[src/hw/rtl/bopp_pkg.sv]
`timescale 1ns / 1ps
// ----------------------------------------------------------------------------
// bopp_pkg
// Shared types and constants of the OPEN message parser: record layout,
// record kinds, status codes and protocol constants.
// ----------------------------------------------------------------------------
package bopp_pkg;

    // header is version, AS, hold time, identifier and parameter length
    localparam logic [8:0] HDR_LEN        = 9'd10;
    localparam logic [7:0] CAP_PARAM_TYPE = 8'd2;
    localparam logic [7:0] FIXED_CAP_LEN  = 8'd4;

    localparam logic [7:0] CODE_MP      = 8'd1;
    localparam logic [7:0] CODE_AS4     = 8'd65;
    localparam logic [7:0] CODE_ADDPATH = 8'd69;

    localparam logic [2:0] KIND_HEADER  = 3'd0;
    localparam logic [2:0] KIND_AS4     = 3'd1;
    localparam logic [2:0] KIND_MP      = 3'd2;
    localparam logic [2:0] KIND_ADDPATH = 3'd3;
    localparam logic [2:0] KIND_OTHER   = 3'd4;
    localparam logic [2:0] KIND_END     = 3'd5;

    localparam logic [1:0] ST_OK         = 2'd0;
    localparam logic [1:0] ST_INVALID    = 2'd1;
    localparam logic [1:0] ST_INCOMPLETE = 2'd2;

    typedef struct packed {
        logic [2:0]  record_kind;
        logic [7:0]  version;
        logic [31:0] peer_as;
        logic [15:0] hold_seconds;
        logic [31:0] router_id;
        logic [7:0]  capability;
        logic [15:0] afi;
        logic [7:0]  safi;
        logic [7:0]  send_receive;
        logic [1:0]  status;
        logic [8:0]  bytes_read;
        logic        last;
    } rec_t;

    // records produced by one byte, in order: rec0 first
    typedef struct packed {
        logic [1:0] cnt;
        rec_t       rec0;
        rec_t       rec1;
    } push_t;

endpackage

[src/hw/rtl/bopp_decoder.sv]
`timescale 1ns / 1ps
// ----------------------------------------------------------------------------
// bopp_decoder
// Per-byte parse state machine. Updates the message state on every accepted
// byte and produces the zero, one or two records that the byte causes.
// ----------------------------------------------------------------------------
module bopp_decoder (
    input  logic            aclk,
    input  logic            aresetn,
    input  logic            in_fire,
    input  logic [7:0]      in_byte,
    input  logic            in_final,
    output bopp_pkg::push_t push
);

    typedef enum logic [2:0] {
        PH_HDR,
        PH_PTYPE,
        PH_PLEN,
        PH_PSKIP,
        PH_CCODE,
        PH_CLEN,
        PH_CVAL,
        PH_DRAIN
    } phase_t;

    phase_t      phase_reg, phase_next;
    logic [8:0]  byte_count_reg, byte_count_next;
    logic [63:0] hdr_cap_reg, hdr_cap_next;
    logic [7:0]  version_reg, version_next;
    logic [7:0]  window_reg, window_next;
    logic [7:0]  param_reg, param_next;
    logic [7:0]  cap_reg, cap_next;
    logic [7:0]  code_reg, code_next;
    logic [7:0]  len_reg, len_next;
    logic [31:0] value_reg, value_next;

    logic           mid_valid;
    bopp_pkg::rec_t mid_rec;
    logic           end_valid;
    bopp_pkg::rec_t end_rec;
    logic [1:0]     end_status;
    logic           clear;

    always_comb begin
        logic       done;
        logic [7:0] pos;
        logic       known;

        phase_next      = phase_reg;
        byte_count_next = byte_count_reg;
        hdr_cap_next    = hdr_cap_reg;
        version_next    = version_reg;
        window_next     = window_reg;
        param_next      = param_reg;
        cap_next        = cap_reg;
        code_next       = code_reg;
        len_next        = len_reg;
        value_next      = value_reg;
        mid_valid       = 1'b0;
        mid_rec         = '0;
        end_valid       = 1'b0;
        end_status      = bopp_pkg::ST_OK;
        clear           = 1'b0;
        done            = 1'b0;
        pos             = len_reg - cap_reg;
        known           = (code_reg == bopp_pkg::CODE_AS4) || (code_reg == bopp_pkg::CODE_MP)
                          || (code_reg == bopp_pkg::CODE_ADDPATH);

        if (phase_reg == PH_DRAIN) begin
            clear = in_final;
        end else if (phase_reg == PH_HDR) begin
            byte_count_next = byte_count_reg + 9'd1;
            if (byte_count_reg == 9'd0) begin
                version_next = in_byte;
            end else if (byte_count_reg < bopp_pkg::HDR_LEN - 9'd1) begin
                hdr_cap_next = {hdr_cap_reg[55:0], in_byte};
            end else begin
                mid_valid            = 1'b1;
                mid_rec.record_kind  = bopp_pkg::KIND_HEADER;
                mid_rec.version      = version_reg;
                mid_rec.peer_as      = {16'd0, hdr_cap_reg[63:48]};
                mid_rec.hold_seconds = hdr_cap_reg[47:32];
                mid_rec.router_id    = hdr_cap_reg[31:0];
                if (in_byte == 8'd0 || in_final) begin
                    end_valid = 1'b1;
                end else begin
                    window_next = in_byte;
                    phase_next  = PH_PTYPE;
                end
            end
            if (byte_count_reg < bopp_pkg::HDR_LEN - 9'd1 && in_final) begin
                end_valid  = 1'b1;
                end_status = bopp_pkg::ST_INCOMPLETE;
            end
        end else begin
            byte_count_next = byte_count_reg + 9'd1;
            window_next     = window_reg - 8'd1;
            case (phase_reg)
                PH_PTYPE: begin
                    if (in_byte != bopp_pkg::CAP_PARAM_TYPE) begin
                        end_valid  = 1'b1;
                        end_status = bopp_pkg::ST_INVALID;
                        done       = 1'b1;
                    end else begin
                        phase_next = PH_PLEN;
                    end
                end
                PH_PLEN: begin
                    param_next = in_byte;
                    if (in_byte >= 8'd2 && in_byte <= window_next) begin
                        phase_next = PH_CCODE;
                    end else if (in_byte == 8'd0) begin
                        phase_next = PH_PTYPE;
                    end else begin
                        phase_next = PH_PSKIP;
                    end
                end
                PH_PSKIP: begin
                    param_next = param_reg - 8'd1;
                    if (param_next == 8'd0) begin
                        phase_next = PH_PTYPE;
                    end
                end
                PH_CCODE: begin
                    code_next  = in_byte;
                    param_next = param_reg - 8'd1;
                    phase_next = (param_next != 8'd0) ? PH_CLEN : PH_PTYPE;
                end
                PH_CLEN: begin
                    len_next   = in_byte;
                    cap_next   = in_byte;
                    value_next = '0;
                    param_next = param_reg - 8'd1;
                    if ((code_reg == bopp_pkg::CODE_AS4 || code_reg == bopp_pkg::CODE_MP)
                        && in_byte != bopp_pkg::FIXED_CAP_LEN) begin
                        end_valid  = 1'b1;
                        end_status = bopp_pkg::ST_INVALID;
                        done       = 1'b1;
                    end else begin
                        if (!known) begin
                            mid_valid           = 1'b1;
                            mid_rec.record_kind = bopp_pkg::KIND_OTHER;
                            mid_rec.capability  = code_reg;
                        end
                        if (param_next == 8'd0) begin
                            phase_next = PH_PTYPE;
                        end else begin
                            phase_next = (in_byte == 8'd0) ? PH_CCODE : PH_CVAL;
                        end
                    end
                end
                PH_CVAL: begin
                    value_next = {value_reg[23:0], in_byte};
                    cap_next   = cap_reg - 8'd1;
                    param_next = param_reg - 8'd1;
                    if (code_reg == bopp_pkg::CODE_AS4 && cap_next == 8'd0) begin
                        mid_valid           = 1'b1;
                        mid_rec.record_kind = bopp_pkg::KIND_AS4;
                        mid_rec.capability  = bopp_pkg::CODE_AS4;
                        mid_rec.peer_as     = value_next;
                    end else if (code_reg == bopp_pkg::CODE_MP && cap_next == 8'd0) begin
                        mid_valid           = 1'b1;
                        mid_rec.record_kind = bopp_pkg::KIND_MP;
                        mid_rec.capability  = bopp_pkg::CODE_MP;
                        mid_rec.afi         = value_next[31:16];
                        mid_rec.safi        = value_next[7:0];
                    end else if (code_reg == bopp_pkg::CODE_ADDPATH
                                 && len_reg >= bopp_pkg::FIXED_CAP_LEN
                                 && pos[1:0] == 2'd3) begin
                        // one record per complete afi/safi/send-receive tuple
                        mid_valid            = 1'b1;
                        mid_rec.record_kind  = bopp_pkg::KIND_ADDPATH;
                        mid_rec.capability   = bopp_pkg::CODE_ADDPATH;
                        mid_rec.afi          = value_next[31:16];
                        mid_rec.safi         = value_next[15:8];
                        mid_rec.send_receive = value_next[7:0];
                    end
                    if (param_next == 8'd0) begin
                        phase_next = PH_PTYPE;
                    end else if (cap_next == 8'd0) begin
                        phase_next = PH_CCODE;
                    end
                end
                default: begin
                    phase_next = PH_PTYPE;
                end
            endcase
            if (!done && (window_next == 8'd0 || in_final)) begin
                end_valid  = 1'b1;
                end_status = bopp_pkg::ST_OK;
            end
        end

        end_rec             = '0;
        end_rec.record_kind = bopp_pkg::KIND_END;
        end_rec.status      = end_status;
        end_rec.bytes_read  = (end_status == bopp_pkg::ST_OK) ? byte_count_next : 9'd0;

        if (end_valid) begin
            if (in_final) begin
                clear = 1'b1;
            end else begin
                phase_next = PH_DRAIN;
            end
        end

        // end of buffer starts the next message from scratch
        if (clear) begin
            phase_next      = PH_HDR;
            byte_count_next = '0;
            hdr_cap_next    = '0;
            version_next    = '0;
            window_next     = '0;
            param_next      = '0;
            cap_next        = '0;
            code_next       = '0;
            len_next        = '0;
            value_next      = '0;
        end
    end

    always_comb begin
        push      = '0;
        push.cnt  = in_fire ? ({1'b0, mid_valid} + {1'b0, end_valid}) : 2'd0;
        push.rec0 = mid_valid ? mid_rec : end_rec;
        push.rec0.last = !(mid_valid && end_valid);
        push.rec1 = end_rec;
        push.rec1.last = 1'b1;
    end

    always_ff @(posedge aclk) begin
        if (!aresetn) begin
            phase_reg      <= PH_HDR;
            byte_count_reg <= '0;
            hdr_cap_reg    <= '0;
            version_reg    <= '0;
            window_reg     <= '0;
            param_reg      <= '0;
            cap_reg        <= '0;
            code_reg       <= '0;
            len_reg        <= '0;
            value_reg      <= '0;
        end else if (in_fire) begin
            phase_reg      <= phase_next;
            byte_count_reg <= byte_count_next;
            hdr_cap_reg    <= hdr_cap_next;
            version_reg    <= version_next;
            window_reg     <= window_next;
            param_reg      <= param_next;
            cap_reg        <= cap_next;
            code_reg       <= code_next;
            len_reg        <= len_next;
            value_reg      <= value_next;
        end
    end

endmodule

[src/hw/rtl/bopp_rec_queue.sv]
`timescale 1ns / 1ps
// ----------------------------------------------------------------------------
// bopp_rec_queue
// Result queue: takes up to two records per cycle, hands out one per
// request on the result channel. Depth must be a power of two, at least two.
// ----------------------------------------------------------------------------
module bopp_rec_queue #(
    parameter int DEPTH = 4
) (
    input  logic            aclk,
    input  logic            aresetn,
    input  bopp_pkg::push_t push,
    output logic            space_ok,
    output logic            out_valid,
    input  logic            out_ready,
    output bopp_pkg::rec_t  out_rec
);

    localparam int PW = $clog2(DEPTH);
    localparam int CW = $clog2(DEPTH + 1);

    bopp_pkg::rec_t entry_reg [DEPTH];
    logic [PW-1:0]  wr_ptr_reg;
    logic [PW-1:0]  rd_ptr_reg;
    logic [CW-1:0]  count_reg;
    logic           pop;

    assign out_valid = (count_reg != '0);
    assign out_rec   = entry_reg[rd_ptr_reg];
    assign pop       = out_valid && out_ready;
    // room for the worst case of two records from the next byte
    assign space_ok  = (count_reg <= CW'(DEPTH - 2));

    always_ff @(posedge aclk) begin
        if (push.cnt != 2'd0) begin
            entry_reg[wr_ptr_reg] <= push.rec0;
        end
        if (push.cnt == 2'd2) begin
            entry_reg[wr_ptr_reg + PW'(1)] <= push.rec1;
        end
    end

    always_ff @(posedge aclk) begin
        if (!aresetn) begin
            wr_ptr_reg <= '0;
            rd_ptr_reg <= '0;
            count_reg  <= '0;
        end else begin
            wr_ptr_reg <= wr_ptr_reg + PW'(push.cnt);
            rd_ptr_reg <= rd_ptr_reg + PW'(pop);
            count_reg  <= count_reg + CW'(push.cnt) - CW'(pop);
        end
    end

endmodule

[src/hw/rtl/bgp_open_message_parser_unit.sv]
`timescale 1ns / 1ps
// ----------------------------------------------------------------------------
// bgp_open_message_parser_unit
// Parses OPEN message bodies byte by byte into header, capability and end
// records.
// ----------------------------------------------------------------------------
// usage:
//   s_ channel: one body byte per request, s_final_byte on the buffer's last
//   byte. m_ channel: one record per request, m_last on the last record that
//   a byte produced. every message ends with exactly one end record.
// a byte's records go into a QUEUE_DEPTH record queue when it is accepted.
// throughput: one byte per cycle while s_ready is high; a byte yields zero,
//   one or two records, drained one per cycle while m_ready is high.
// s_ready is high while the queue has room for two records, so a stalled
//   receiver holds off input before the queue can overflow; nothing is dropped.
// reset clears the parse state to the start of a header and empties the
//   queue; no records are pending after reset.
// bytes after an end record are discarded up to and including the byte
//   flagged final; the next byte starts a new message.
// ----------------------------------------------------------------------------
module bgp_open_message_parser_unit #(
    parameter int QUEUE_DEPTH = 4
) (
    input  logic        aclk,
    input  logic        aresetn,
    input  logic        s_valid,
    output logic        s_ready,
    input  logic [7:0]  s_data_byte,
    input  logic        s_final_byte,
    output logic        m_valid,
    input  logic        m_ready,
    output logic [2:0]  m_record_kind,
    output logic [7:0]  m_version,
    output logic [31:0] m_peer_as,
    output logic [15:0] m_hold_seconds,
    output logic [31:0] m_router_id,
    output logic [7:0]  m_capability,
    output logic [15:0] m_afi,
    output logic [7:0]  m_safi,
    output logic [7:0]  m_send_receive,
    output logic [1:0]  m_status,
    output logic [8:0]  m_bytes_read,
    output logic        m_last
);

    bopp_pkg::push_t push;
    bopp_pkg::rec_t  out_rec;
    logic            in_fire;

    assign in_fire = s_valid && s_ready;

    bopp_decoder u_decoder (
        .aclk     (aclk),
        .aresetn  (aresetn),
        .in_fire  (in_fire),
        .in_byte  (s_data_byte),
        .in_final (s_final_byte),
        .push     (push)
    );

    bopp_rec_queue #(
        .DEPTH (QUEUE_DEPTH)
    ) u_queue (
        .aclk      (aclk),
        .aresetn   (aresetn),
        .push      (push),
        .space_ok  (s_ready),
        .out_valid (m_valid),
        .out_ready (m_ready),
        .out_rec   (out_rec)
    );

    assign m_record_kind  = out_rec.record_kind;
    assign m_version      = out_rec.version;
    assign m_peer_as      = out_rec.peer_as;
    assign m_hold_seconds = out_rec.hold_seconds;
    assign m_router_id    = out_rec.router_id;
    assign m_capability   = out_rec.capability;
    assign m_afi          = out_rec.afi;
    assign m_safi         = out_rec.safi;
    assign m_send_receive = out_rec.send_receive;
    assign m_status       = out_rec.status;
    assign m_bytes_read   = out_rec.bytes_read;
    assign m_last         = out_rec.last;

endmodule

[config.mk]
export PLATFORM = sky130hd
export DESIGN_NAME = bgp_open_message_parser_unit
export DESIGN_NICKNAME = d
export VERILOG_FILES = /design/src/hw/rtl/bopp_pkg.sv /design/src/hw/rtl/bopp_decoder.sv /design/src/hw/rtl/bopp_rec_queue.sv /design/src/hw/rtl/bgp_open_message_parser_unit.sv
export SDC_FILE = /design/constraint.sdc
export NUM_CORES = 1
export LEC_CHECK = 0
export BUFFER_PORTS_ARGS = -buffer_cell sky130_fd_sc_hd__buf_2
export CAP_MARGIN = 20
export CORE_MARGIN = 8
export CORE_UTILIZATION = 25
export CTS_BUF_LIST = sky130_fd_sc_hd__clkbuf_8
export CTS_CLUSTER_SIZE = 8
export DETAILED_ROUTE_END_ITERATION = 16
export GPL_ROUTABILITY_DRIVEN = 0
export RECOVER_POWER = 100
export SLEW_MARGIN = 10
export SYNTH_ARGS = -nofsm -noshare
export SYNTH_HDL_FRONTEND = slang
export SYNTH_SLANG_ARGS = --single-unit
[constraint.sdc]
create_clock -name aclk -period 5 [get_ports aclk]
set_input_delay 1 -clock aclk [delete_from_list [all_inputs] [get_ports aclk]]
set_output_delay 1 -clock aclk [all_outputs]
set_load 0.05 [all_outputs]
==> metrics <==
Final Skew approximately 0.073 ns; hold_sp u_queue.entry_reg[2][29]; P per Cell Area ~400 nW/um2; Area growth syn-to-layout 14.68%; Final #Nets 2857; Slew HR -1.749; max-cap viol count 1; Crit. End Element primary output; TritonRoute pass-1 iters 7; Slew @ Worst Pin about 4.1 ns; sequential cell area 15000 um2; Clk Latency, worst-skew pair 0.76 ns; initial antenna violation count 3; Non-Filler Instances between 4000 and 5000; uppermost routed layer met5; pin count of the biggest net entering global routing 120; CTS H-tree depth 3; fill count between 10000 and 15000; violated checks capacitance limit, slew limit; max FFs per register 572; Seq/Total Area, Yosys 0.5053; fraction of registers with async set/reset 0; Via-to-Cell Ratio just over 5; top cells by area, synth dfxtp_1 46%, mux4_2 11%, a22o_1 9.1%, edfxtp_1 4.5%, nand2_1 4.0%; CP required 4.00 ns; total negative setup slack 0 ns; cts bufs inserted between 100 and 150; static leakage 12.18 nW; routed wl met2 between 40000 and 50000 um; Post-Syn Area around 30000 um2; reg2reg setup slack approximately 0.63 ns; clock slew at reported path FFs ~0.06 ns; r2r startpoint u_decoder.cap_reg[0]; layout cells sized above 1 0.1459; Startpoint Class register; worst hold path class register to register; Post-route DRC 0; utilization after layout 0.2886; Crit Path Max Fanout between 60 and 70; crit path DAT between 3 and 4 ns; VDD IR max ~270 uV; Met1 Routed Length approximately 41000 um; Synth Net Count 2753; vias in the first global route ~22000; CTS tree built; DIE AREA about 130000 um2; Initial Util 0.2516; post-cts gate resize count 0; Cell variety after synth 79; Synth area leader dfxtp_1; met3 WL 6814 um; most frequent cells in the layout 682 x dfxtp_1, 315 x nand2_1, 310 x a22o_1, 171 x o21ai_0, 145 x clkbuf_1; Synth Flop Type dfxtp_1; Die Width between 300 and 400 um; Yosys Warn Count 0; Slew Viols, Final 95; Mapped Cells about 2700; Total GRT Usage 0.1366; area of the multi-input gates 13500 um2; IO Pins 158; minimum clock period ~4.5 ns; Final Hold Viols 0; crit path from u_queue.rd_ptr_reg[1]; Worst Slack Setup Final 0.4654 ns; core area 117900 um2; top cell type's share of synthesized area 0.4608; FP Rows 126; postcts setup bufs 0; Avg WL per Cell 20.99 um; vias roughly 22000; dpl hpwl ~57000 um; maximum clock insertion buffer count 3; RSZ-0062 raised after global routing false; fmax between 200 and 250 MHz; worst hold slack around 0.45 ns; status finished, violations left; total gr overflow 0; Hold Buf Count CTS 0; clk sinks slightly above 700; most common cell after layout, fill and taps aside dfxtp_1; Final Routed Wirelength a little over 90000 um; Seq cells post-synth ~730; Final Cycle Share 0.9069; Die Height roughly 360 um; Mean Syn Cell Area ~11 um2; global-route wire length before repair 141700 um; antenna-violating nets left 0; Worst Path Class, Setup register to primary output; final setup fails 0; 1st-iter DRT viols 2024; number of synthesized flops with an enable pin 44; clock root buffer clkbuf_8; setup slack at placement between 0.15 and 0.2 ns; placed cells 4239; port buffer count around 160
[critical path: stages, from the launching register on]
cell	delay (ns)
dfxtp_1	1.24
buf_12	0.52
mux4_2	0.66
clkbuf_1	0.33
[cells by family after synthesis]
kind of cell,after synthesis,share of synthesized area
AOI/OAI and AO/OA,773,0.1948
DFF,727,0.5053
and+or+nand+nor,726,0.1197
buffers and inverters,261,0.04174
muxes,174,0.1190
xor gates and xnor gates,31,0.009150
adders and majority gates,24,0.01037
[worst paths after layout]
| check | end | depth (start not counted) |
|---|---|---|
| setup / recovery | m_record_kind[1] | 3 |
| hold / removal | u_queue.entry_reg[2][29] | 2 |
| setup reg to reg | u_queue.entry_reg[1][0] | 15 |
| hold reg to reg | u_queue.entry_reg[2][29] | 2 |
[cells in the mapped netlist (all sizes together), types with 2 or more instances]
library cell	n
nand3	72
nor3	20
a31oi	4
o2111ai	2
xnor2	16
o22a	11
and3	7
a21oi	28
a211oi	9
xor2	15
buf	104
nor3b	7
nor4b	3
mux4	143
mux2i	31
dfxtp	683
clkbuf	135
or3	7
o211ai	6
and4	5
nand4	5
nor4	8
a22oi	138
and3b	5
a32oi	34
nor2b	121
and2	18
or2	5
o21ai	175
edfxtp	44
inv	22
a21boi	29
o21a	8
nor2	105
nand2	323
o31ai	5
or3b	2
a22o	310
nand3b	4
nand2b	7
ha	23
o31a	2
a21o	2
[through the flow]
step	total power (W)	cell area, um2
finish	0.01362	34030
global route	0.01421	34030
CTS	0.01379	34240
detailed placement	0.008923	32060
global placement	0.008904	32060
floorplan	0.008202	29670
[per-layer routing]
layer,track usage,vias up
li1,-,10306
met1,0.1810,11259
met2,0.2210,773
met3,0.03122,144
met4,0.04222,2
met5,0,-
[power by group]
group          switching, W  internal, W
clock network       0.00240      0.00248
logic               0.00157     0.000852
registers          0.000257      0.00607
total               0.00423      0.00940
[cell type report]
| type | count | area share |
|---|---|---|
| flip-flops and latches | 727 | 0.4407 |
| multi-input cells | 1728 | 0.3966 |
| well taps | 1536 | 0.05648 |
| clock buffers | 133 | 0.05379 |
| repair buffers | 227 | 0.03942 |
| clock inverters | 63 | 0.01037 |
| inverters | 22 | 0.002427 |
| diodes | 2 | 0.0001471 |
Power figures use the tool's default switching activity.
